**src/sv/kbe_pkg.sv**
```systemverilog
// Shared types, command codes and reply constants of the keyboard event encoder.
package kbe_pkg;

  localparam int QueueDepth = 4;
  localparam int MaxBytes   = 7;

  // Input actions
  localparam logic [1:0] ACT_COMMAND  = 2'd0;
  localparam logic [1:0] ACT_KEY      = 2'd1;
  localparam logic [1:0] ACT_JOYSTICK = 2'd2;
  localparam logic [1:0] ACT_MOUSE    = 2'd3;

  // Host command codes
  localparam logic [7:0] CMD_BUTTON_ACTION = 8'h07;
  localparam logic [7:0] CMD_MOUSE_REL     = 8'h08;
  localparam logic [7:0] CMD_MOUSE_ABS     = 8'h09;
  localparam logic [7:0] CMD_MOUSE_SCALE   = 8'h0B;
  localparam logic [7:0] CMD_Y_BOTTOM      = 8'h0F;
  localparam logic [7:0] CMD_Y_TOP         = 8'h10;
  localparam logic [7:0] CMD_MOUSE_OFF     = 8'h12;
  localparam logic [7:0] CMD_JOY_EVENTS    = 8'h14;
  localparam logic [7:0] CMD_JOY_POLLED    = 8'h15;
  localparam logic [7:0] CMD_JOY_QUERY     = 8'h16;
  localparam logic [7:0] CMD_JOY_OFF       = 8'h1A;
  localparam logic [7:0] CMD_TIME_QUERY    = 8'h1C;
  localparam logic [7:0] CMD_RESET         = 8'h80;

  // Reply header bytes
  localparam logic [7:0] HDR_MOUSE_REL = 8'hF8;
  localparam logic [7:0] HDR_JOY_STAT  = 8'hFD;
  localparam logic [7:0] HDR_TIME      = 8'hFC;
  localparam logic [7:0] HDR_RESET_OK  = 8'hF0;
  localparam logic [6:0] HDR_JOY_EVENT = 7'h7F;  // 0xFE plus joystick index
  localparam logic [6:0] KEY_LEFT_BTN  = 7'h74;
  localparam logic [6:0] KEY_RIGHT_BTN = 7'h75;

  localparam logic [MaxBytes-1:0][7:0] TIME_REPLY =
      {8'h00, 8'h58, 8'h20, 8'h07, 8'h03, 8'h13, HDR_TIME};

  // Mode flag bit positions
  localparam int FL_JOY_REPORT = 0;
  localparam int FL_Y_BOTTOM   = 1;
  localparam int FL_BTN_KEYS   = 2;
  localparam int FL_MOUSE_OFF  = 3;
  localparam int FL_ABSOLUTE   = 4;
  localparam logic [4:0] FLAGS_RESET = 5'b00001;

  typedef struct packed {
    logic [1:0]        action;
    logic [7:0]        byte_value;
    logic              joy_index;
    logic [4:0]        joy_map;
    logic [1:0]        btn_pressed;
    logic signed [7:0] mouse_dx;
    logic signed [7:0] mouse_dy;
  } item_t;

  typedef struct packed {
    logic [7:0] out_byte;
    logic       last;
  } result_t;

  // Reply bytes of one request, handed from front to back
  typedef struct packed {
    logic [2:0]                count;
    logic [MaxBytes-1:0][7:0] bytes;
  } reply_t;

  function automatic logic [7:0] joy_convert(input logic [4:0] map);
    joy_convert = {map[4], 3'b000, map[3:0]};
  endfunction

endpackage

```
**src/sv/kbe_front.sv**
```systemverilog
// Front end: parses host commands, tracks modes and builds the reply of each request.
module kbe_front (
  input  logic           clk,
  input  logic           rst,
  input  logic           push,
  output logic           full,
  input  kbe_pkg::item_t item,
  input  logic           q_full,
  output logic           q_push,
  output kbe_pkg::reply_t q_data
);
  import kbe_pkg::*;

  logic [7:0]      pending_command, pending_command_next;
  logic [2:0]      bytes_expected, bytes_expected_next;
  logic [4:0]      mode_flags, mode_flags_next;
  logic [1:0][4:0] joystick_last, joystick_last_next;
  logic [1:0]      buttons_last, buttons_last_next;

  reply_t          rep;
  logic [2:0]      n;
  logic            do_mouse;
  logic [1:0]      m_btn;
  logic [7:0]      m_dx, m_dy;
  logic [1:0]      b, diff;
  logic            accept;

  assign full   = q_full;
  assign accept = push && !q_full;
  assign q_push = accept && (rep.count != 3'd0);
  assign q_data = rep;

  always_comb begin
    pending_command_next = pending_command;
    bytes_expected_next  = bytes_expected;
    mode_flags_next      = mode_flags;
    joystick_last_next   = joystick_last;
    buttons_last_next    = buttons_last;
    rep      = '0;
    n        = 3'd0;
    do_mouse = 1'b0;
    m_btn    = 2'b00;
    m_dx     = 8'h00;
    m_dy     = 8'h00;
    b        = 2'b00;
    diff     = 2'b00;

    unique case (item.action)
      ACT_COMMAND: begin
        if (bytes_expected != 3'd0) begin
          // Parameter byte: consume; the last one of a button action sets the button-key mode
          bytes_expected_next = bytes_expected - 3'd1;
          if (bytes_expected == 3'd1) begin
            if (pending_command == CMD_BUTTON_ACTION) begin
              mode_flags_next[FL_BTN_KEYS] = item.byte_value[2];
            end else if (pending_command == CMD_RESET) begin
              rep.bytes[n] = HDR_RESET_OK;
              n = n + 3'd1;
            end
          end
        end else begin
          pending_command_next = item.byte_value;
          unique case (item.byte_value) inside
            CMD_BUTTON_ACTION: bytes_expected_next = 3'd1;
            CMD_MOUSE_REL: begin
              mode_flags_next[FL_MOUSE_OFF] = 1'b0;
              mode_flags_next[FL_ABSOLUTE]  = 1'b0;
            end
            CMD_MOUSE_ABS: begin
              mode_flags_next[FL_MOUSE_OFF] = 1'b0;
              mode_flags_next[FL_ABSOLUTE]  = 1'b1;
              bytes_expected_next = 3'd4;
            end
            CMD_MOUSE_SCALE: bytes_expected_next = 3'd2;
            CMD_Y_BOTTOM:    mode_flags_next[FL_Y_BOTTOM]   = 1'b1;
            CMD_Y_TOP:       mode_flags_next[FL_Y_BOTTOM]   = 1'b0;
            CMD_MOUSE_OFF:   mode_flags_next[FL_MOUSE_OFF]  = 1'b1;
            CMD_JOY_EVENTS:  mode_flags_next[FL_JOY_REPORT] = 1'b1;
            CMD_JOY_POLLED, CMD_JOY_OFF: mode_flags_next[FL_JOY_REPORT] = 1'b0;
            CMD_JOY_QUERY: begin
              rep.bytes[0] = HDR_JOY_STAT;
              rep.bytes[1] = joy_convert(joystick_last[0]);
              rep.bytes[2] = joy_convert(joystick_last[1]);
              n = 3'd3;
            end
            CMD_TIME_QUERY: begin
              rep.bytes = TIME_REPLY;
              n = 3'd7;
            end
            CMD_RESET: begin
              bytes_expected_next = 3'd1;
              mode_flags_next     = FLAGS_RESET;
            end
            default: ;
          endcase
        end
      end
      ACT_KEY: begin
        rep.bytes[n] = item.byte_value;
        n = n + 3'd1;
      end
      ACT_JOYSTICK: begin
        joystick_last_next[item.joy_index] = item.joy_map;
        if (mode_flags[FL_JOY_REPORT]) begin
          if (mode_flags[FL_MOUSE_OFF] || item.joy_index) begin
            rep.bytes[n] = {HDR_JOY_EVENT, item.joy_index};
            n = n + 3'd1;
            rep.bytes[n] = joy_convert(item.joy_map);
            n = n + 3'd1;
          end
          // A fire change acts as a mouse event with no motion
          if (!mode_flags[FL_MOUSE_OFF] &&
              (item.joy_map[4] != joystick_last[item.joy_index][4])) begin
            do_mouse = 1'b1;
          end
        end
      end
      ACT_MOUSE: begin
        do_mouse = 1'b1;
        m_btn    = item.btn_pressed;
        m_dx     = item.mouse_dx;
        m_dy     = item.mouse_dy;
      end
      default: ;
    endcase

    if (do_mouse && !mode_flags[FL_MOUSE_OFF]) begin
      // Merge joystick fire into the buttons
      b    = m_btn | {joystick_last_next[1][4], joystick_last_next[0][4]};
      diff = b ^ buttons_last;
      if (diff != 2'b00) begin
        if (mode_flags[FL_BTN_KEYS]) begin
          if (diff[0]) begin
            rep.bytes[n] = {~b[0], KEY_LEFT_BTN};
            n = n + 3'd1;
          end
          if (diff[1]) begin
            rep.bytes[n] = {~b[1], KEY_RIGHT_BTN};
            n = n + 3'd1;
          end
        end
        buttons_last_next = b;
      end
      if (!mode_flags[FL_ABSOLUTE]) begin
        rep.bytes[n] = HDR_MOUSE_REL | {6'b000000, b[0], b[1]};
        n = n + 3'd1;
        rep.bytes[n] = m_dx;
        n = n + 3'd1;
        rep.bytes[n] = mode_flags[FL_Y_BOTTOM] ? (8'h00 - m_dy) : m_dy;
        n = n + 3'd1;
      end
    end
    rep.count = n;
  end

  always_ff @(posedge clk) begin
    if (rst) begin
      pending_command <= '0;
      bytes_expected  <= '0;
      mode_flags      <= FLAGS_RESET;
      joystick_last   <= '0;
      buttons_last    <= '0;
    end else if (accept) begin
      pending_command <= pending_command_next;
      bytes_expected  <= bytes_expected_next;
      mode_flags      <= mode_flags_next;
      joystick_last   <= joystick_last_next;
      buttons_last    <= buttons_last_next;
    end
  end

endmodule

```
**src/sv/kbe_queue.sv**
```systemverilog
// Short reply queue between the front end and the byte serializer.
module kbe_queue #(
  parameter int DEPTH = kbe_pkg::QueueDepth
) (
  input  logic            clk,
  input  logic            rst,
  input  logic            wr,
  input  kbe_pkg::reply_t wdata,
  output logic            full,
  input  logic            rd,
  output kbe_pkg::reply_t rdata,
  output logic            empty
);
  import kbe_pkg::*;

  localparam int PW = (DEPTH > 1) ? $clog2(DEPTH) : 1;
  localparam int CW = $clog2(DEPTH + 1);
  localparam logic [PW-1:0] LAST_PTR = PW'(DEPTH - 1);
  localparam logic [CW-1:0] DEPTH_C  = CW'(DEPTH);

  reply_t        slots [DEPTH];
  logic [PW-1:0] wptr, rptr;
  logic [CW-1:0] count;
  logic          do_wr, do_rd;

  assign full  = (count == DEPTH_C);
  assign empty = (count == '0);
  assign do_wr = wr && !full;
  assign do_rd = rd && !empty;
  assign rdata = slots[rptr];

  always_ff @(posedge clk) begin
    if (do_wr) begin
      slots[wptr] <= wdata;
    end
  end

  always_ff @(posedge clk) begin
    if (rst) begin
      wptr  <= '0;
      rptr  <= '0;
      count <= '0;
    end else begin
      if (do_wr) begin
        wptr <= (wptr == LAST_PTR) ? '0 : wptr + PW'(1);
      end
      if (do_rd) begin
        rptr <= (rptr == LAST_PTR) ? '0 : rptr + PW'(1);
      end
      if (do_wr && !do_rd) begin
        count <= count + CW'(1);
      end else if (do_rd && !do_wr) begin
        count <= count - CW'(1);
      end
    end
  end

endmodule

```
**src/sv/kbe_back.sv**
```systemverilog
// Back end: sends the queued replies one byte at a time through an output register.
module kbe_back (
  input  logic             clk,
  input  logic             rst,
  input  logic             q_empty,
  input  kbe_pkg::reply_t  q_data,
  output logic             q_pop,
  output logic             empty,
  input  logic             pop,
  output kbe_pkg::result_t result
);
  import kbe_pkg::*;

  logic       out_valid;
  result_t    out_reg;
  logic [2:0] idx;
  logic       load, take, is_last;

  assign load    = !out_valid || pop;
  assign take    = load && !q_empty;
  assign is_last = (idx == q_data.count - 3'd1);
  assign q_pop   = take && is_last;
  assign empty   = !out_valid;
  assign result  = out_reg;

  always_ff @(posedge clk) begin
    if (take) begin
      out_reg.out_byte <= q_data.bytes[idx];
      out_reg.last     <= is_last;
    end
  end

  always_ff @(posedge clk) begin
    if (rst) begin
      out_valid <= 1'b0;
      idx       <= '0;
    end else begin
      if (load) begin
        out_valid <= !q_empty;
      end
      if (take) begin
        // Advance within the reply, wrap at its final byte
        idx <= is_last ? 3'd0 : idx + 3'd1;
      end
    end
  end

endmodule

```
**src/sv/keyboard_controller_event_encoder_core.sv**
```systemverilog
// Top level of the keyboard controller event encoder.
//
// Input channel (push/full): one request per accepted item; action selects a
// host command byte, a key code, a joystick event or a mouse event. The front
// end updates the mode state and builds the whole reply of the request in the
// cycle it is accepted, so a request can be taken at every clock edge while
// the reply queue has room (QUEUE_DEPTH replies; requests without reply bytes
// never enter it, though full still holds them off).
// Result channel (empty/pop): one reply byte at a time, last set on the final
// byte of a request. The first byte of a request is written into the queue, then
// moved into the output register; the serializer gives one byte per cycle while
// the receiver pops, and a request has at most seven reply bytes.
// When the receiver stalls, the output register holds its byte, the queue
// fills, and full rises; no byte is lost.
// Reset (rst, synchronous): mode flags return to joystick reporting only, the
// command parser, joystick and button history clear, and queued bytes drop.
module keyboard_controller_event_encoder_core #(
  parameter int QUEUE_DEPTH = kbe_pkg::QueueDepth
) (
  input  logic             clk,
  input  logic             rst,
  input  logic             push,
  output logic             full,
  input  kbe_pkg::item_t   item,
  output logic             empty,
  input  logic             pop,
  output kbe_pkg::result_t result
);
  import kbe_pkg::*;

  logic   q_push, q_full, q_pop, q_empty;
  reply_t q_wdata, q_rdata;

  kbe_front u_front (
    .clk    (clk),
    .rst    (rst),
    .push   (push),
    .full   (full),
    .item   (item),
    .q_full (q_full),
    .q_push (q_push),
    .q_data (q_wdata)
  );

  kbe_queue #(
    .DEPTH (QUEUE_DEPTH)
  ) u_queue (
    .clk   (clk),
    .rst   (rst),
    .wr    (q_push),
    .wdata (q_wdata),
    .full  (q_full),
    .rd    (q_pop),
    .rdata (q_rdata),
    .empty (q_empty)
  );

  kbe_back u_back (
    .clk     (clk),
    .rst     (rst),
    .q_empty (q_empty),
    .q_data  (q_rdata),
    .q_pop   (q_pop),
    .empty   (empty),
    .pop     (pop),
    .result  (result)
  );

endmodule

```
**config.mk**
```make
export PLATFORM = sky130hd
export DESIGN_NAME = keyboard_controller_event_encoder_core
export DESIGN_NICKNAME = d
export VERILOG_FILES = /design/src/sv/kbe_pkg.sv /design/src/sv/kbe_front.sv /design/src/sv/kbe_queue.sv /design/src/sv/kbe_back.sv /design/src/sv/keyboard_controller_event_encoder_core.sv
export SDC_FILE = /design/constraint.sdc
export NUM_CORES = 1
export LEC_CHECK = 0
export BUFFER_PORTS_ARGS = -buffer_cell sky130_fd_sc_hd__buf_2
export CAP_MARGIN = 20
export CORE_ASPECT_RATIO = 1.1
export CORE_MARGIN = 2
export CORE_UTILIZATION = 35
export CTS_BUF_LIST = sky130_fd_sc_hd__clkbuf_16
export DETAILED_ROUTE_END_ITERATION = 6
export PLACE_DENSITY = 0.6
export SLEW_MARGIN = 40
export SYNTH_ARGS = -nofsm -noshare
export SYNTH_HDL_FRONTEND = slang
export SYNTH_SLANG_ARGS = --single-unit
```
**constraint.sdc**
```tcl
create_clock -name clk -period 16 [get_ports clk]
set_input_delay 1.6 -clock clk [delete_from_list [all_inputs] [get_ports clk]]
set_output_delay 1.6 -clock clk [all_outputs]
set_load 0.005 [all_outputs]
```
==> flow_summary.json <==
{
  "outcome": "complete, no violations",
  "slowest_stage": "clkinv_1",
  "num_vias": 10370,
  "netlist_instances": 1131,
  "antenna_found_initial": 0,
  "yosysTopAreaCell": "edfxtp_1",
  "fin_crit_sh_pct": 46.68,
  "highest_layer": "met4",
  "clockBufferDepth": 3,
  "layout-drive-gt1-share_pct": 19.10,
  "crit_top_cell": "ha_1",
  "postCtsHoldBufs": 0,
  "period_needed_ns": 7.468,
  "fp.dieW_um": 198.6,
  "wl_met3_um": 3007,
  "cp_max_fo": 21,
  "wl_um": 42660,
  "yosys.area_share.adder_pct": 1.595,
  "critPathKind": "input pin to flip-flop",
  "cts.sinks": 286,
  "synth-compound-area-share_pct": 14.02,
  "stdcell_count": 1743,
  "start_util_pct": 35.42,
  "synthMuxAreaShare_pct": 12.69,
  "synth_fp_nets": 1187,
  "synth_top_family_by_area": "compound AO/OA/AOI/OAI gates",
  "via_per_inst": 5.947,
  "final_common_cell": "edfxtp_1",
  "cts_root_buf": "clkbuf_16",
  "grt_pass1_vias": 10130,
  "portBuffers": 48,
  "regArea_sq_um": 8183,
  "avgSynthCellArea_sq_um": 12.90,
  "cts_made_buffers": 30,
  "startpoint_type": "input pin",
  "ir_worst_vdd_v": 0.00007792,
  "synth-async-reset-ratio_pct": 0,
  "wl_per_cell_um": 24.47,
  "synth_top_area_share_pct": 50.44,
  "syn_to_final_growth_pct": 13.24,
  "worstPathRequired_ns": 16.50,
  "synth_area_leaders": "edfxtp_1, mux4_2, dfxtp_1",
  "path_clk_slew_ns": 0.06,
  "wirelength_met1_um": 18270,
  "n_fill_cell": 3923,
  "setup-tns-final_ns": 0,
  "dr_wl_met2_um": 19720,
  "setup_viol": 0,
  "die_height_um": 218.1,
  "finClkSkew_ns": 0.01380,
  "drtPass1Iterations": 5,
  "final_cell_mix": "edfxtp_1, nand2_1, mux4_2",
  "rows": 78,
  "cp-end-kind": "flip-flop",
  "postCtsSetupRepairBufs": 0,
  "ios": 49,
  "dp_cells": 1687,
  "grt_max_degree": 60,
  "layout.nets": 1215,
  "grt_pass1_wl_um": 63970,
  "max_freq_ghz": 0.1339,
  "seq_area_frac_synth_pct": 56.06,
  "final-hold-violation-count": 0,
  "yosys.area_share.simple_pct": 10.63,
  "grt_usage_pct": 19.76,
  "critical_path_arrival_ns": 7.97,
  "worst_pin_slew_ns": 0.9434,
  "yosys_warnings": 0,
  "dieArea_sq_um": 43330,
  "cts_tree": "yes",
  "syn_area_sq_um": 14590,
  "cts_resized": 0,
  "hpwl_um": 29160,
  "drtAntennaViolNets": 0,
  "hold_class": "flip-flop to flip-flop",
  "relSlewSlack_pct": 36.44,
  "synth_flop_cell": "edfxtp_1",
  "synth_enable_flop_cells": 245,
  "max_cap_violations": 0,
  "synth_seq_cells": 286,
  "cp_slowest_stage_delay_ns": 0.68,
  "synth_xor_area_share_pct": 2.042,
  "maxSlewViolCount": 0,
  "p_leak_uw": 0.005445,
  "diodes": 0,
  "drc_errors": 0,
  "gp_congestion": 0.9786,
  "clkLatencyLatePin_ns": 0.58,
  "multi_input_area_sq_um": 6047,
  "ys_types": 83,
  "grt_overflow": 0,
  "core_sq_um": 41180,
  "rsz0062_at_grt": "false",
  "htree_num_levels": 1,
  "drt_iter0_markers": 1022,
  "power.density_nw_per_um2": 131.5
}
==> flip-flops by register name, indices dropped and copies added, names as in the netlist, named ones only <==
name	flops
u_front.pending_command	8
u_queue.rptr	2
u_back.idx	3
u_front.buttons_last	2
u_front.bytes_expected	3
u_queue.slots	236
u_queue.count	3
u_back.result	9
u_queue.wptr	2
u_back.out_valid	1
u_front.mode_flags	5
u_front.joystick_last	2
==> stage by stage <==
step	area, sq um	util (%)	power (uW)	worst slack [ns]	hold slack, ns
2_1_floorplan	14590	-	1313	8.391	0.4360
3_3_place_gp	15390	37.38	1459	7.862	0.4470
3_5_place_dp	15460	37.55	1471	7.760	0.4501
4_1_cts	16510	40.09	2200	8.297	0.4590
5_1_grt	16520	40.11	2268	8.039	0.4731
6_report	16520	40.11	2172	8.532	0.4620
==> layer usage <==
metal | GRT usage [%] | vias to the layer above
li1 | - | 4574
met1 | 27.76 | 5149
met2 | 31.26 | 525
met3 | 2.762 | 117
met4 | 7.214 | 0
met5 | 0 | -
==> synth_stat cells (all sizes together) (24+ instances only) <==
library cell	n
a21oi	68
buf	25
clkbuf	44
dfxtp	41
edfxtp	245
inv	38
mux2i	24
mux4	67
nand2	74
nand3	30
nor2	66
nor3	41
o21ai	46
==> logic make-up (layout without fill, tap and decap cells) <==
| group | count (synthesis) | count (layout) |
|---|---|---|
| muxes | 100 | 100 |
| adders and majority gates | 18 | 18 |
| and+or+nand+nor | 298 | 298 |
| buffers and inverters | 108 | 160 |
| xor gates and xnor gates | 26 | 26 |
| AOI/OAI and AO/OA | 295 | 295 |
| DFF | 286 | 286 |
==> final cells by class <==
| type | count | share of cell area [%] |
|---|---|---|
| Tap cell | 560 | 4.242 |
| Multi-Input combinational cell | 737 | 36.61 |
| Sequential cell | 286 | 49.54 |
| Clock inverter | 26 | 1.788 |
| Inverter | 39 | 0.8863 |
| Timing Repair Buffer | 65 | 2.386 |
| Clock buffer | 30 | 4.545 |
==> worst max-delay path, delay by kind of cell <==
kind,cells,cell delay (ns)
adder cells (fa/ha/maj),5,1.67
XOR/XNOR,1,0.08
AO/OA/AOI/OAI,8,1.50
buffers and inverters,5,1.27
AND/OR/NAND/NOR,6,1.84
==> final timing paths <==
path / start / endpoint / slack, ns / depth (start not counted)
max: item[29] / u_queue.count[2]$_SDFFE_PP0P_ / 8.53 / 25
min: u_front.pending_command[4]$_SDFFE_PP0P_ / u_front.pending_command[4]$_SDFFE_PP0P_ / 0.46 / 2
max reg2reg: u_front.bytes_expected[0]$_SDFFE_PP0P_ / u_queue.count[2]$_SDFFE_PP0P_ / 9.22 / 26
min reg2reg: u_front.pending_command[4]$_SDFFE_PP0P_ / u_front.pending_command[4]$_SDFFE_PP0P_ / 0.46 / 2
==> where the power goes <==
group	leakage (uW)	total, uW	switching (uW)	internal [uW]
registers	0.00263	962	37.3	925
logic	0.00228	486	275	211
clock network	0.000535	725	287	438
total	0.00544	2170	599	1570
No activity file was read; power rests on OpenSTA's default activity.
